`src/rtl/zsbf_pkg.sv`:
```
// Shared types and constants for the zlib stored-block framer.
// Holds the job descriptor passed from the front end to the back end.
// No dependencies.
`timescale 1ns / 1ps
`default_nettype none

package zsbf_pkg;

  // Input command codes.
  typedef enum logic {
    CMD_START = 1'b0,
    CMD_DATA  = 1'b1
  } cmd_e;

  // Adler-32 modulus and the fixed zlib header bytes.
  localparam logic [16:0] ADLER_MOD = 17'd65521;
  localparam logic [7:0]  ZLIB_CMF  = 8'h78;
  localparam logic [7:0]  ZLIB_FLG  = 8'h01;

  // Output byte slots of one job, in emission order.
  localparam int unsigned NUM_SLOTS = 12;
  localparam logic [3:0] SLOT_CMF    = 4'd0;
  localparam logic [3:0] SLOT_FLG    = 4'd1;
  localparam logic [3:0] SLOT_BFINAL = 4'd2;
  localparam logic [3:0] SLOT_LEN_LO = 4'd3;
  localparam logic [3:0] SLOT_LEN_HI = 4'd4;
  localparam logic [3:0] SLOT_NLN_LO = 4'd5;
  localparam logic [3:0] SLOT_NLN_HI = 4'd6;
  localparam logic [3:0] SLOT_DATA   = 4'd7;
  localparam logic [3:0] SLOT_ADL_3  = 4'd8;
  localparam logic [3:0] SLOT_ADL_2  = 4'd9;
  localparam logic [3:0] SLOT_ADL_1  = 4'd10;
  localparam logic [3:0] SLOT_ADL_0  = 4'd11;

  // Depth of the job queue between front and back end.
  localparam int unsigned QUEUE_DEPTH = 4;

  // One classified input item: which byte groups to emit and their payload.
  typedef struct packed {
    logic        has_zhdr;
    logic        has_bhdr;
    logic        has_data;
    logic        has_trailer;
    logic        overrun;
    logic        bfinal;
    logic [15:0] blen;
    logic [7:0]  data;
    logic [31:0] adler;
  } job_t;

  // Slot enable mask of a job; bit i enables slot i.
  function automatic logic [NUM_SLOTS-1:0] job_mask(input job_t job);
    logic [NUM_SLOTS-1:0] mask;
    begin
      mask        = '0;
      mask[1:0]   = {2{job.has_zhdr}};
      mask[6:2]   = {5{job.has_bhdr}};
      mask[7]     = job.has_data;
      mask[11:8]  = {4{job.has_trailer}};
      return mask;
    end
  endfunction

endpackage

`default_nettype wire

```
`src/rtl/zsbf_front.sv`:
```
// Front end of the zlib stored-block framer: accepts input items, keeps the
// stream state and Adler-32 sums, and turns each item into a job descriptor.
// Depends on zsbf_pkg.
`timescale 1ns / 1ps
`default_nettype none

module zsbf_front #(
  parameter int unsigned MAX_BLOCK_BYTES = 65535
) (
  input  wire logic          clk_i,
  input  wire logic          rst_ni,
  // Configuration write channel
  input  wire logic          cfg_valid_i,
  output logic               cfg_ready_o,
  input  wire logic [31:0]   cfg_data_i,
  // Input item
  input  wire logic          in_valid_i,
  output logic               in_ready_o,
  input  wire logic          in_cmd_i,
  input  wire logic [7:0]    in_byte_i,
  // Job push into the queue
  output logic               job_valid_o,
  input  wire logic          job_ready_i,
  output zsbf_pkg::job_t     job_o
);
  import zsbf_pkg::*;

  localparam logic [31:0] MaxLen32 = 32'(MAX_BLOCK_BYTES);
  localparam logic [15:0] MaxLen16 = 16'(MAX_BLOCK_BYTES);

  logic [31:0] stream_len_q, stream_len_d;
  logic [15:0] low_q, low_d;
  logic [15:0] high_q, high_d;
  logic [31:0] taken_q, taken_d;
  logic [15:0] left_q, left_d;

  logic        accept;
  logic [31:0] remaining;
  logic        fits;
  logic [15:0] blen;
  logic [15:0] left_dec;
  logic [31:0] taken_inc;
  logic [16:0] sum_a;
  logic [16:0] sum_b;
  logic [15:0] low_new;
  logic [15:0] high_new;
  logic        at_end;
  logic        beyond;
  job_t        job;

  assign cfg_ready_o = 1'b1;
  assign in_ready_o  = job_ready_i;
  assign job_valid_o = in_valid_i;
  assign job_o       = job;
  assign accept      = in_valid_i && job_ready_i;

  // Block length for a block opened now, and the byte counters.
  always_comb begin
    remaining = stream_len_q - taken_q;
    fits      = (remaining <= MaxLen32);
    blen      = fits ? remaining[15:0] : MaxLen16;
    left_dec  = ((left_q == 16'd0) ? blen : left_q) - 16'd1;
    taken_inc = taken_q + 32'd1;
    beyond    = (taken_q >= stream_len_q);
    at_end    = (taken_inc == stream_len_q);
  end

  // Adler-32 update with conditional subtraction of the modulus.
  always_comb begin
    sum_a    = {1'b0, low_q} + {9'd0, in_byte_i};
    low_new  = (sum_a >= ADLER_MOD) ? 16'(sum_a - ADLER_MOD) : sum_a[15:0];
    sum_b    = {1'b0, high_q} + {1'b0, low_new};
    high_new = (sum_b >= ADLER_MOD) ? 16'(sum_b - ADLER_MOD) : sum_b[15:0];
  end

  // Classification of the item into a job and the next stream state.
  always_comb begin
    job          = '0;
    stream_len_d = (cfg_valid_i && cfg_ready_o) ? cfg_data_i : stream_len_q;
    low_d        = low_q;
    high_d       = high_q;
    taken_d      = taken_q;
    left_d       = left_q;
    if (in_cmd_i == CMD_START) begin
      job.has_zhdr = 1'b1;
      if (stream_len_q == 32'd0) begin
        job.has_bhdr    = 1'b1;
        job.bfinal      = 1'b1;
        job.has_trailer = 1'b1;
        job.adler       = 32'd1;
      end
      if (accept) begin
        low_d   = 16'd1;
        high_d  = 16'd0;
        taken_d = 32'd0;
        left_d  = 16'd0;
      end
    end else if (beyond) begin
      job.has_data = 1'b1;
      job.overrun  = 1'b1;
    end else begin
      job.has_bhdr    = (left_q == 16'd0);
      job.bfinal      = fits;
      job.blen        = blen;
      job.has_data    = 1'b1;
      job.data        = in_byte_i;
      job.has_trailer = at_end;
      job.adler       = {high_new, low_new};
      if (accept) begin
        low_d   = low_new;
        high_d  = high_new;
        taken_d = taken_inc;
        left_d  = at_end ? 16'd0 : left_dec;
      end
    end
  end

  always_ff @(posedge clk_i or negedge rst_ni) begin
    if (!rst_ni) begin
      stream_len_q <= 32'd0;
      low_q        <= 16'd1;
      high_q       <= 16'd0;
      taken_q      <= 32'd0;
      left_q       <= 16'd0;
    end else begin
      stream_len_q <= stream_len_d;
      low_q        <= low_d;
      high_q       <= high_d;
      taken_q      <= taken_d;
      left_q       <= left_d;
    end
  end

  // The running sums stay reduced below the modulus.
  a_low_reduced: assert property (@(posedge clk_i) disable iff (!rst_ni)
    ({1'b0, low_q} < ADLER_MOD) && ({1'b0, high_q} < ADLER_MOD))
    else $error("Adler-32 sum not reduced");

  // A block never announces more bytes than the configured maximum.
  a_block_bound: assert property (@(posedge clk_i) disable iff (!rst_ni)
    accept && job.has_bhdr |-> job.blen <= MaxLen16)
    else $error("block length above maximum");

endmodule

`default_nettype wire

```
`src/rtl/zsbf_queue.sv`:
```
// Short job queue between the front end and the back end of the framer.
// Register-based FIFO of job descriptors. Depends on zsbf_pkg.
`timescale 1ns / 1ps
`default_nettype none

module zsbf_queue (
  input  wire logic          clk_i,
  input  wire logic          rst_ni,
  input  wire logic          push_valid_i,
  output logic               push_ready_o,
  input  wire zsbf_pkg::job_t push_job_i,
  output logic               head_valid_o,
  output zsbf_pkg::job_t     head_job_o,
  input  wire logic          pop_i
);
  import zsbf_pkg::*;

  localparam int unsigned PtrW = $clog2(QUEUE_DEPTH);

  job_t                entries_q [QUEUE_DEPTH];
  logic [PtrW-1:0]     wr_ptr_q, wr_ptr_d;
  logic [PtrW-1:0]     rd_ptr_q, rd_ptr_d;
  logic [PtrW:0]       count_q, count_d;
  logic                push;
  logic                pop;

  assign push_ready_o = (count_q != (PtrW + 1)'(QUEUE_DEPTH));
  assign head_valid_o = (count_q != '0);
  assign head_job_o   = entries_q[rd_ptr_q];
  assign push         = push_valid_i && push_ready_o;
  assign pop          = pop_i && head_valid_o;

  // Pointer and occupancy update.
  always_comb begin
    wr_ptr_d = push ? wr_ptr_q + 1'b1 : wr_ptr_q;
    rd_ptr_d = pop ? rd_ptr_q + 1'b1 : rd_ptr_q;
    count_d  = count_q;
    if (push && !pop) begin
      count_d = count_q + 1'b1;
    end else if (pop && !push) begin
      count_d = count_q - 1'b1;
    end
  end

  always_ff @(posedge clk_i or negedge rst_ni) begin
    if (!rst_ni) begin
      wr_ptr_q <= '0;
      rd_ptr_q <= '0;
      count_q  <= '0;
    end else begin
      wr_ptr_q <= wr_ptr_d;
      rd_ptr_q <= rd_ptr_d;
      count_q  <= count_d;
    end
  end

  // Entry storage; payload only, no reset.
  always_ff @(posedge clk_i) begin
    if (push) begin
      entries_q[wr_ptr_q] <= push_job_i;
    end
  end

  // Occupancy never exceeds the depth.
  a_count_bound: assert property (@(posedge clk_i) disable iff (!rst_ni)
    count_q <= (PtrW + 1)'(QUEUE_DEPTH))
    else $error("queue overfilled");

  // Pointers and occupancy stay consistent.
  a_ptr_match: assert property (@(posedge clk_i) disable iff (!rst_ni)
    (wr_ptr_q - rd_ptr_q) == count_q[PtrW-1:0])
    else $error("queue pointers disagree with count");

endmodule

`default_nettype wire

```
`src/rtl/zsbf_back.sv`:
```
// Back end, depends on zsbf_pkg: walks the head job's byte slots one per
// cycle unless the output stalls; drives the registered output stream.
`timescale 1ns / 1ps
`default_nettype none

module zsbf_back (
  input  wire logic          clk_i,
  input  wire logic          rst_ni,
  input  wire logic          head_valid_i,
  input  wire zsbf_pkg::job_t head_job_i,
  output logic               pop_o,
  output logic               out_valid_o,
  input  wire logic          out_ready_i,
  output logic [7:0]         out_byte_o,
  output logic               out_last_o,
  output logic               out_done_o,
  output logic               out_over_o
);
  import zsbf_pkg::*;

  logic [NUM_SLOTS-1:0] rem_q, rem_d;
  logic                 started_q, started_d;
  logic                 valid_q, valid_d;
  logic [7:0]           byte_q, byte_d;
  logic                 last_q, last_d;
  logic                 done_q, done_d;
  logic                 over_q, over_d;

  logic [NUM_SLOTS-1:0] cur_mask;
  logic [NUM_SLOTS-1:0] sel;
  logic [NUM_SLOTS-1:0] rem_next;
  logic [3:0]           slot;
  logic                 emit;
  logic                 is_last;
  logic [7:0]           slot_byte;

  // Pick the lowest slot still to be emitted for the head job.
  always_comb begin
    cur_mask = started_q ? rem_q : job_mask(head_job_i);
    sel      = cur_mask & (~cur_mask + 1'b1);
    rem_next = cur_mask & ~sel;
    is_last  = (rem_next == '0);
    slot     = '0;
    for (int i = 0; i < NUM_SLOTS; i++) begin
      if (sel[i]) begin
        slot = 4'(i);
      end
    end
  end

  // Byte of the selected slot.
  always_comb begin
    unique case (slot)
      SLOT_CMF:    slot_byte = ZLIB_CMF;
      SLOT_FLG:    slot_byte = ZLIB_FLG;
      SLOT_BFINAL: slot_byte = {7'd0, head_job_i.bfinal};
      SLOT_LEN_LO: slot_byte = head_job_i.blen[7:0];
      SLOT_LEN_HI: slot_byte = head_job_i.blen[15:8];
      SLOT_NLN_LO: slot_byte = ~head_job_i.blen[7:0];
      SLOT_NLN_HI: slot_byte = ~head_job_i.blen[15:8];
      SLOT_DATA:   slot_byte = head_job_i.data;
      SLOT_ADL_3:  slot_byte = head_job_i.adler[31:24];
      SLOT_ADL_2:  slot_byte = head_job_i.adler[23:16];
      SLOT_ADL_1:  slot_byte = head_job_i.adler[15:8];
      SLOT_ADL_0:  slot_byte = head_job_i.adler[7:0];
      default:     slot_byte = 8'h00;
    endcase
  end

  // Sequencing and the output register.
  always_comb begin
    emit      = head_valid_i && (!valid_q || out_ready_i);
    pop_o     = emit && is_last;
    rem_d     = rem_q;
    started_d = started_q;
    valid_d   = valid_q && !out_ready_i;
    byte_d    = byte_q;
    last_d    = last_q;
    done_d    = done_q;
    over_d    = over_q;
    if (emit) begin
      rem_d     = rem_next;
      started_d = !is_last;
      valid_d   = 1'b1;
      byte_d    = slot_byte;
      last_d    = is_last;
      done_d    = (slot == SLOT_ADL_0);
      over_d    = head_job_i.overrun && (slot == SLOT_DATA);
    end
  end

  always_ff @(posedge clk_i or negedge rst_ni) begin
    if (!rst_ni) begin
      rem_q     <= '0;
      started_q <= 1'b0;
      valid_q   <= 1'b0;
    end else begin
      rem_q     <= rem_d;
      started_q <= started_d;
      valid_q   <= valid_d;
    end
  end

  always_ff @(posedge clk_i) begin
    byte_q <= byte_d;
    last_q <= last_d;
    done_q <= done_d;
    over_q <= over_d;
  end

  assign out_valid_o = valid_q;
  assign out_byte_o  = byte_q;
  assign out_last_o  = last_q;
  assign out_done_o  = done_q;
  assign out_over_o  = over_q;

  // The final trailer byte and a dropped byte both end their item's run.
  a_done_last: assert property (@(posedge clk_i) disable iff (!rst_ni)
    valid_q && (done_q || over_q) |-> last_q)
    else $error("closing byte without last flag");

  // A job in progress always has slots left to emit.
  a_started_rem: assert property (@(posedge clk_i) disable iff (!rst_ni)
    started_q |-> (rem_q != '0) && head_valid_i)
    else $error("job in progress without remaining slots");

endmodule

`default_nettype wire

```
`src/rtl/zlib_stored_block_framer_unit.sv`:
```
// Top level of the zlib stored-block framer with Adler-32 trailer.
// Connects zsbf_front, zsbf_queue and zsbf_back; depends on zsbf_pkg.
//
//   Channel  Direction  Handshake               Payload
//   s_axis   in         s_axis_tvalid/tready    tdata data_byte, tuser command
//   m_axis   out        m_axis_tvalid/tready    tdata out_byte, tlast, tuser flags
//   cfg      in         cfg_valid_i/cfg_ready_o cfg_data_i = stream_length
//
// An item yields 1 result byte when it is a plain data byte, 6 when it opens a
// block, and up to 11 for a start on an empty stream. The back end's slot
// walker emits one byte per cycle while m_axis is not stalled. The first result
// of an item passes through the job queue and the back end's output register
// before it is valid on m_axis.
// Reset clears the stream state and stream_length; no clearing pass is needed.
// A four-entry job queue lets input and output stall independently.
`timescale 1ns / 1ps
`default_nettype none

module zlib_stored_block_framer_unit #(
  parameter int unsigned MAX_BLOCK_BYTES = 65535
) (
  input  wire logic        clk_i,
  input  wire logic        rst_ni,
  input  wire logic        cfg_valid_i,
  output logic             cfg_ready_o,
  input  wire logic [31:0] cfg_data_i,
  input  wire logic        s_axis_tvalid,
  output logic             s_axis_tready,
  input  wire logic [7:0]  s_axis_tdata,   // [7:0] data_byte
  input  wire logic        s_axis_tuser,   // [0] command
  output logic             m_axis_tvalid,
  input  wire logic        m_axis_tready,
  output logic [7:0]       m_axis_tdata,   // [7:0] out_byte
  output logic             m_axis_tlast,   // last_of_run
  output logic [1:0]       m_axis_tuser    // [0] stream_done, [1] overrun
);
  import zsbf_pkg::*;

  logic job_valid;
  logic job_ready;
  job_t job;
  logic head_valid;
  job_t head_job;
  logic pop;
  logic out_done;
  logic out_over;

  zsbf_front #(
    .MAX_BLOCK_BYTES(MAX_BLOCK_BYTES)
  ) u_front (
    .clk_i       (clk_i),
    .rst_ni      (rst_ni),
    .cfg_valid_i (cfg_valid_i),
    .cfg_ready_o (cfg_ready_o),
    .cfg_data_i  (cfg_data_i),
    .in_valid_i  (s_axis_tvalid),
    .in_ready_o  (s_axis_tready),
    .in_cmd_i    (s_axis_tuser),
    .in_byte_i   (s_axis_tdata),
    .job_valid_o (job_valid),
    .job_ready_i (job_ready),
    .job_o       (job)
  );

  zsbf_queue u_queue (
    .clk_i        (clk_i),
    .rst_ni       (rst_ni),
    .push_valid_i (job_valid),
    .push_ready_o (job_ready),
    .push_job_i   (job),
    .head_valid_o (head_valid),
    .head_job_o   (head_job),
    .pop_i        (pop)
  );

  zsbf_back u_back (
    .clk_i        (clk_i),
    .rst_ni       (rst_ni),
    .head_valid_i (head_valid),
    .head_job_i   (head_job),
    .pop_o        (pop),
    .out_valid_o  (m_axis_tvalid),
    .out_ready_i  (m_axis_tready),
    .out_byte_o   (m_axis_tdata),
    .out_last_o   (m_axis_tlast),
    .out_done_o   (out_done),
    .out_over_o   (out_over)
  );

  assign m_axis_tuser = {out_over, out_done};

endmodule

`default_nettype wire

```
`config.mk`:
```
export PLATFORM = sky130hd
export DESIGN_NAME = zlib_stored_block_framer_unit
export DESIGN_NICKNAME = d
export VERILOG_FILES = /design/src/rtl/zsbf_pkg.sv /design/src/rtl/zsbf_front.sv /design/src/rtl/zsbf_queue.sv /design/src/rtl/zsbf_back.sv /design/src/rtl/zlib_stored_block_framer_unit.sv
export SDC_FILE = /design/constraint.sdc
export NUM_CORES = 1
export LEC_CHECK = 0
export BUFFER_PORTS_ARGS = -buffer_cell sky130_fd_sc_hd__buf_2
export CORE_UTILIZATION = 68
export CTS_CLUSTER_SIZE = 20
export DETAILED_ROUTE_END_ITERATION = 7
export GPL_TIMING_DRIVEN = 1
export PLACE_DENSITY = 0.86
export SLEW_MARGIN = 30
export SYNTH_ARGS = -nofsm -noshare
export SYNTH_HDL_FRONTEND = slang
export SYNTH_SLANG_ARGS = --single-unit
```
`constraint.sdc`:
```
create_clock -name clk_i -period 8.7 [get_ports clk_i]
set_input_delay 0.87 -clock clk_i [delete_from_list [all_inputs] [get_ports clk_i]]
set_output_delay 0.87 -clock clk_i [all_outputs]
set_load 0.1 [all_outputs]
```
==> metrics.txt, run 1 <==
status=completed; Tcrit/Tclk final=80.1%; WL final=59900 microns; maximum clock rate=0.144 GHz; skew final=0.0320 ns; post-CTS setup buffers=0; IO Count=60; clock-pin slew on the worst setup and hold paths=0.06 ns; final core occ=75.1%; Post-Layout Inst Area=0.0237 sq mm; Die Y=181 microns; Required @ worst endpoint=8.95 ns; Tightest Pin Transition=1.08 ns; pwr/cell area=346 mW/mm^2; Root Driver=clkbuf_16; Worst Path Arrival=7.22 ns; power share of the clock group=22.6%; die width=181 microns; Flop pwr share=34.3%; GRT Total Usage=37.1%; Gate Count Post-Synth=1926; via count=16791; reg2reg end=u_queue.entries_q[3][24]$_DFFE_PP_; Nets=2071; largest net degree at the start of global routing=71; final setup vio count=0; post-DP HPWL=40100 microns; Startpoint Class=input pin; initial antenna violation count=0; drt first pass iters=8; synthesized area=0.0218 sq mm; register area share after synthesis=50.9%; H-tree depth=2; Yosys top cell area share=35.7%; ANT nets after route=0; DRC viols=0; hold_buf cts=0; site row count=65; vias in the first global route=16302; HP Class=input pin to async pin; DR iter-0 viols=2161; PostCTS Resize Cnt=0; Post-Synthesis Net Count=2044; relative slew slack=27.5%; Pleak=9.03 nW; Core ar.=0.0316 sq mm; combinational power share=43.1%; vias per std cell=7.03; synth warn=0; Antenna Cells=0; total gr overflow=0; max cap viols=0; first-pass GRT wire length=92800 microns; CTS tree=built; Max Transition Viols Final=0; Worst-Skew Late Latency=0.57 ns; Worst Path Max Fanout=7; number of port buffers=58; WS Path Type=input pin to register; Distinct cells, synth=101; CTS Buffer Depth=3; RSZ-0062 raised after global routing=no; CP Capture Type=register; clock sink count=391; reg2reg start=u_front.low_q[0]$_DFFE_PN1P_; starting density of the core=69.0%; RePlAce Congestion=0.990; sw power=3.36 mW; P&R area growth vs syn=8.91%; prevailing post-synth register cell=edfxtp_1; Yosys reg bits=391; EDFF count, synth=259; layout cell share with drive strength beyond 1=14.8%; setup_tns=0 ns; FF-to-FF path depth=27; Avg Cell Area, Syn=11.3 sq um; final hold violations=0; synth top area cells=edfxtp_1, dfrtp_1, mux4_2; Die ar.=0.0327 sq mm; final period demand of the worst path=6.97 ns; WL per Instance=25.1 microns; leading area contributor after synthesis=edfxtp_1; Pint=4.86 mW; Placed Instance Area=0.0223 sq mm; Post-synth ARST share=33.8%; sw frac=40.9%; Max rail drop VDD=0.238 mV; reg2reg setup slack=1.82 ns; CTS Buf Count=41
## flip-flops by register name (all words and copies together), names as in the netlist, 2 cells and up
register              count
u_front.taken_q          32
u_front.left_q           16
u_front.stream_len_q     32
u_queue.count_q           3
u_queue.entries_q       248
u_back.out_byte_o         8
u_queue.wr_ptr_q          2
u_back.rem_q             11
u_front.high_q           16
u_queue.rd_ptr_q          2
u_front.low_q            16
## placed cells by master, fill, tap and decap left out, types with 16 or more instances in the layout
| cell type | Yosys | layout |
|---|---|---|
| o211ai_1 | 18 | 18 |
| dfrtp_1 | 131 | 129 |
| buf_4 | 8 | 16 |
| nor3_1 | 41 | 39 |
| buf_2 | 25 | 57 |
| a21o_1 | 21 | 21 |
| o21ai_0 | 126 | 126 |
| xnor2_1 | 67 | 67 |
| ha_1 | 68 | 68 |
| nor2_1 | 127 | 127 |
| mux2_2 | 36 | 36 |
| xor2_1 | 54 | 54 |
| nand3_1 | 53 | 52 |
| and2_1 | 20 | 20 |
| edfxtp_1 | 259 | 259 |
| a31oi_1 | 16 | 16 |
| nor4_1 | 19 | 19 |
| clkbuf_16 | 0 | 41 |
| or3_1 | 22 | 22 |
| mux2i_1 | 29 | 29 |
| nand4_1 | 30 | 30 |
| a211oi_1 | 16 | 16 |
| mux4_2 | 62 | 62 |
| nand2_1 | 175 | 175 |
| inv_1 | 83 | 83 |
| a21oi_1 | 121 | 121 |
## power by group through the flow
stage	Sequential, mW	Combinational, mW	Clock [mW]
after global routing	2.85	3.78	1.93
after global placement	2.79	3.29	0
after CTS	2.81	3.48	1.86
after detailed placement	2.83	3.40	0
final	2.82	3.54	1.86
after floorplan	2.83	2.50	0
## metal layers
layer  share of wire [%]  track usage (%)  vias to the layer above
met5                   0                0                        -
li1                    -                -                     7265
met2                  48             60.4                     1092
met4                 3.7             13.1                        0
met3                  10             6.23                      211
met1                  38             50.8                     8223
## area by class of cell
type | count | area (sq um)
Tap cell | 402 | 503
Fill cell | 2037 | 7840
Clock inverter | 26 | 355
Sequential cell | 391 | 11100
Clock buffer | 50 | 1070
Multi-Input combinational cell | 1360 | 9960
Timing Repair Buffer | 74 | 417
Inverter | 85 | 319
## worst max path at each step
stage,cells past startpoint,to,from
after detailed placement,28,u_queue.entries_q[1][24]$_DFFE_PP_,s_axis_tdata[0]
final,28,u_queue.entries_q[3][24]$_DFFE_PP_,s_axis_tdata[0]
after CTS,28,u_queue.entries_q[0][24]$_DFFE_PP_,s_axis_tdata[0]
after global routing,28,u_queue.entries_q[2][24]$_DFFE_PP_,s_axis_tdata[0]
after global placement,28,u_queue.entries_q[0][24]$_DFFE_PP_,s_axis_tdata[0]
after floorplan,26,u_queue.entries_q[0][24]$_DFFE_PP_,s_axis_tdata[0]
## logic make-up after synthesis
family | Yosys count | synth area share, %
AND/OR/NAND/NOR | 595 | 13.8
AO/OA/AOI/OAI | 442 | 13.0
flip-flops | 391 | 50.9
buffers and inverters | 175 | 3.45
multiplexers | 127 | 9.61
XOR/XNOR | 121 | 4.87
adder cells (fa/ha/maj) | 74 | 4.37
other | 1 | 0.0172
## synth_stat cells, drive strengths merged, types with 10 or more instances
cell,instances
and3,19
nor2b,15
edfxtp,259
o21ai,145
xnor2,67
buf,47
nor2,127
mux2,36
a21o,21
dfrtp,131
nor4,24
nand3,53
or3,22
mux4,62
nor3,44
a31oi,19
inv,84
o21a,10
a22oi,10
mux2i,29
nand2b,17
xor2,54
nand4,30
clkbuf,43
and2,21
nand2,177
o31ai,10
a21oi,126
o211ai,18
a211oi,19
ha,68
## worst max-delay path, cell delays in order
cell	delay, ns
buf_2	0.12
ha_1	0.23
fa_1	0.41
a21o_1	0.19
a21o_1	0.23
a21o_1	0.21
a21oi_2	0.18
or2_1	0.18
xnor2_1	0.21
nor3b_2	0.33
a31oi_4	0.20
a21oi_1	0.32
nand2_1	0.12
xor2_1	0.28
inv_1	0.10
ha_1	0.40
nand3_1	0.11
nor3_1	0.29
nor2_1	0.11
xnor2_1	0.27
o2111a_1	0.33
and4b_1	0.22
nand4b_1	0.14
o31a_1	0.39
nor2b_2	0.25
and3b_1	0.20
xnor2_1	0.17
nor2_1	0.14
## stage by stage
stage	setup slack [ns]	power [mW]	hold WS, ns	instances
4_1_cts	1.85	8.15	0.346	2388
3_5_place_dp	1.37	6.23	0.482	2312
5_1_grt	1.18	8.56	0.375	2388
6_report	1.73	8.22	0.336	2388
2_1_floorplan	2.31	5.34	0.444	1926
3_3_place_gp	1.59	6.08	0.457	2312
Power figures use the tool's default switching activity.
==> inputs of run 2 (changes only) <==
ABC_AREA = 1   (was default)
CORE_UTILIZATION = 57   (was 68)
PLACE_DENSITY = 0.77   (was 0.86)
clock period = 6 ns   (was 8.7 ns; I/O delays follow)
==> metrics.txt, run 2 <==
hold_buf cts=0; initial antenna violation count=0; Avg Cell Area, Syn=8.24 sq um; Distinct cells, synth=58; Worst-Skew Late Latency=0.58 ns; EDFF count, synth=259; largest register by flop count=u_queue.entries_q; Post-Synthesis Net Count=2893; H-tree depth=2; max reg flops=248; combinational power share=50.6%; IO Count=60; Tightest Pin Transition=1.01 ns; Root Driver=clkbuf_16; Post-synth ARST share=33.8%; final worst slack=0.369 ns; setup_tns=0 ns; Tcrit/Tclk final=93.8%; synth warn=0; Startpoint Class=register; area of the multi-input gates=0.0102 sq mm; first-pass GRT wire length=97500 microns; HP Class=input pin to async pin; via count=19285; Yosys top cell area share=34.0%; Gate Count Post-Synth=2775; DP Worst Slack=-0.0613 ns; vias in the first global route=18555; Critical Path Max Stage Delay=0.56 ns; Max Transition Viols Final=0; WS Path Type=register to register; top cells by count, synth=nand2_1, inv_1, edfxtp_1; most common cell in the synthesized netlist=nand2_1; CP Capture Type=register; vias per std cell=5.65; Flop pwr share=29.7%; GRT Total Usage=30.3%; RePlAce Congestion=1.00; sw power=5.97 mW; CTS Buffer Depth=3; final core occ=64.8%; die width=202 microns; WL final=61500 microns; site row count=73; relative slew slack=32.6%; Core ar.=0.0396 sq mm; Worst Path Max Fanout=7; biggest regs=u_queue.entries_q: 248 flops, u_front.stream_len_q: 32 flops, u_front.taken_q: 32 flops; most common cell after layout, fill and taps aside=nand2_1; P&R area growth vs syn=12.2%; CTS tree=built; largest net degree at the start of global routing=78; slowest CP cell=dfstp_2; DRC viols=0; register area share after synthesis=48.4%; Antenna Cells=0; starting density of the core=57.7%; Yosys reg bits=391; final hold violations=0; FF-to-FF path depth=35; leading area contributor after synthesis=edfxtp_1; Placed Instance Area=0.0239 sq mm; power share of the clock group=19.7%; max cap viols=0; skew final=0.0278 ns; total gr overflow=0; maximum clock rate=0.178 GHz; clock sink count=391; layout cell share with drive strength beyond 1=12.4%; prevailing post-synth register cell=edfxtp_1; cell mode on critical path=nand2_1; final setup vio count=0; Max rail drop VDD=0.290 mV; pwr/cell area=515 mW/mm^2; Required @ worst endpoint=6.39 ns; synthesized area=0.0229 sq mm; Pint=7.27 mW; Post-Layout Inst Area=0.0257 sq mm; Nets=2972; commonest non-fill, non-tap cells in the layout=nand2_1, inv_1, edfxtp_1; WL per Instance=18.0 microns; Worst Path Arrival=6.02 ns; number of port buffers=58; status=completed; ANT nets after route=0; Die ar.=0.0409 sq mm; final period demand of the worst path=5.63 ns; fillers=3274; Pleak=11.7 nW; CTS Buf Count=41; Die Y=202 microns; post-DP HPWL=43300 microns; sw frac=45.1%; Register Area=0.0111 sq mm; clock-pin slew on the worst setup and hold paths=0.06 ns; drt first pass iters=6; DR iter-0 viols=2032; synth top area cells=edfxtp_1, dfrtp_1, nand2_1
==> run 2: changes by cell type after synthesis, sizes merged, moves of 40 or more <==
cell and delta:
xnor2 -40, nand4 +45, nand2 +577, nand3 +98
o22ai +50, mux4 -62, nor2 +143, inv +320
==> run 2: critical path, delay by kind of cell (launching register included) <==
| kind | cells | cell delay, ns |
|---|---|---|
| xor gates and xnor gates | 2 | 0.46 |
| buffers and inverters | 4 | 0.48 |
| and+or+nand+nor | 18 | 2.14 |
| DFF | 1 | 0.56 |
| adders and majority gates | 3 | 0.70 |
| AOI/OAI and AO/OA | 8 | 1.12 |
==> run 2: metrics by stage <==
step / instances / hold slack, ns / power, mW
final: 3412 / 0.0750 / 13.2
after global routing: 3412 / 0.156 / 14.1
after CTS: 3403 / 0.115 / 13.0
after detailed placement: 3327 / 0.471 / 10.3
after global placement: 3327 / 0.463 / 10.2
after floorplan: 2775 / 0.304 / 8.41
==> run 2: kinds of logic (layout without fill, tap and decap cells) <==
group	count (synthesis)	after routing	synth area share [%]
AOI/OAI and AO/OA	382	382	9.51
and+or+nand+nor	1321	1321	25.2
DFF	391	391	48.4
other	1	1	0.0164
muxes	1	1	0.0492
adders and majority gates	72	72	4.07
buffers and inverters	491	603	8.27
xor gates and xnor gates	116	116	4.44
==> run 2: what timing repair did <==
action | in CTS | in global routing
setup endpoints to repair | 0 | 80
setup buffers | 0 | 7
gates resized for setup | 0 | 74
==> run 2: cell type report <==
class	instances	area share, %
clock buffer	56	4.57
clock inverter	20	0.848
inverter	404	5.92
multi-input combinational	1893	39.8
sequential	391	43.2
tap	525	2.56
timing repair buffer	123	3.08
==> run 2: final timing paths <==
path	start	to	slack [ns]
min in group clk_i	cfg_data_i[5]	u_front.stream_len_q[5]$_DFFE_PN0P_	0.23
worst max register to register	u_front.low_q[0]$_DFFE_PN1P_	u_queue.entries_q[3][19]$_DFFE_PP_	0.37
max in group asynchronous	rst_ni	u_front.low_q[6]$_DFFE_PN0P_	4.62
worst min register to register	u_front.low_q[5]$_DFFE_PN0P_	u_front.low_q[5]$_DFFE_PN0P_	0.49
worst max-delay path	u_front.low_q[0]$_DFFE_PN1P_	u_queue.entries_q[3][19]$_DFFE_PP_	0.37
worst min-delay path	rst_ni	u_front.left_q[11]$_DFFE_PN0P_	0.07
==> run 2: routing by layer <==
layer | part of all wire, % | track usage [%]
met4 | 2.4 | 8.81
met2 | 46 | 48.5
met3 | 8.7 | 5.01
met1 | 43 | 42.5
met5 | 0 | 0
==> run 2: power groups by stage <==
stage	clock network, mW	logic, mW	registers, mW
3_3_place_gp	0	6.27	3.95
6_report	2.60	6.70	3.93
2_1_floorplan	0	4.28	4.13
3_5_place_dp	0	6.37	3.97
4_1_cts	2.64	6.40	3.92
5_1_grt	2.74	7.35	3.98
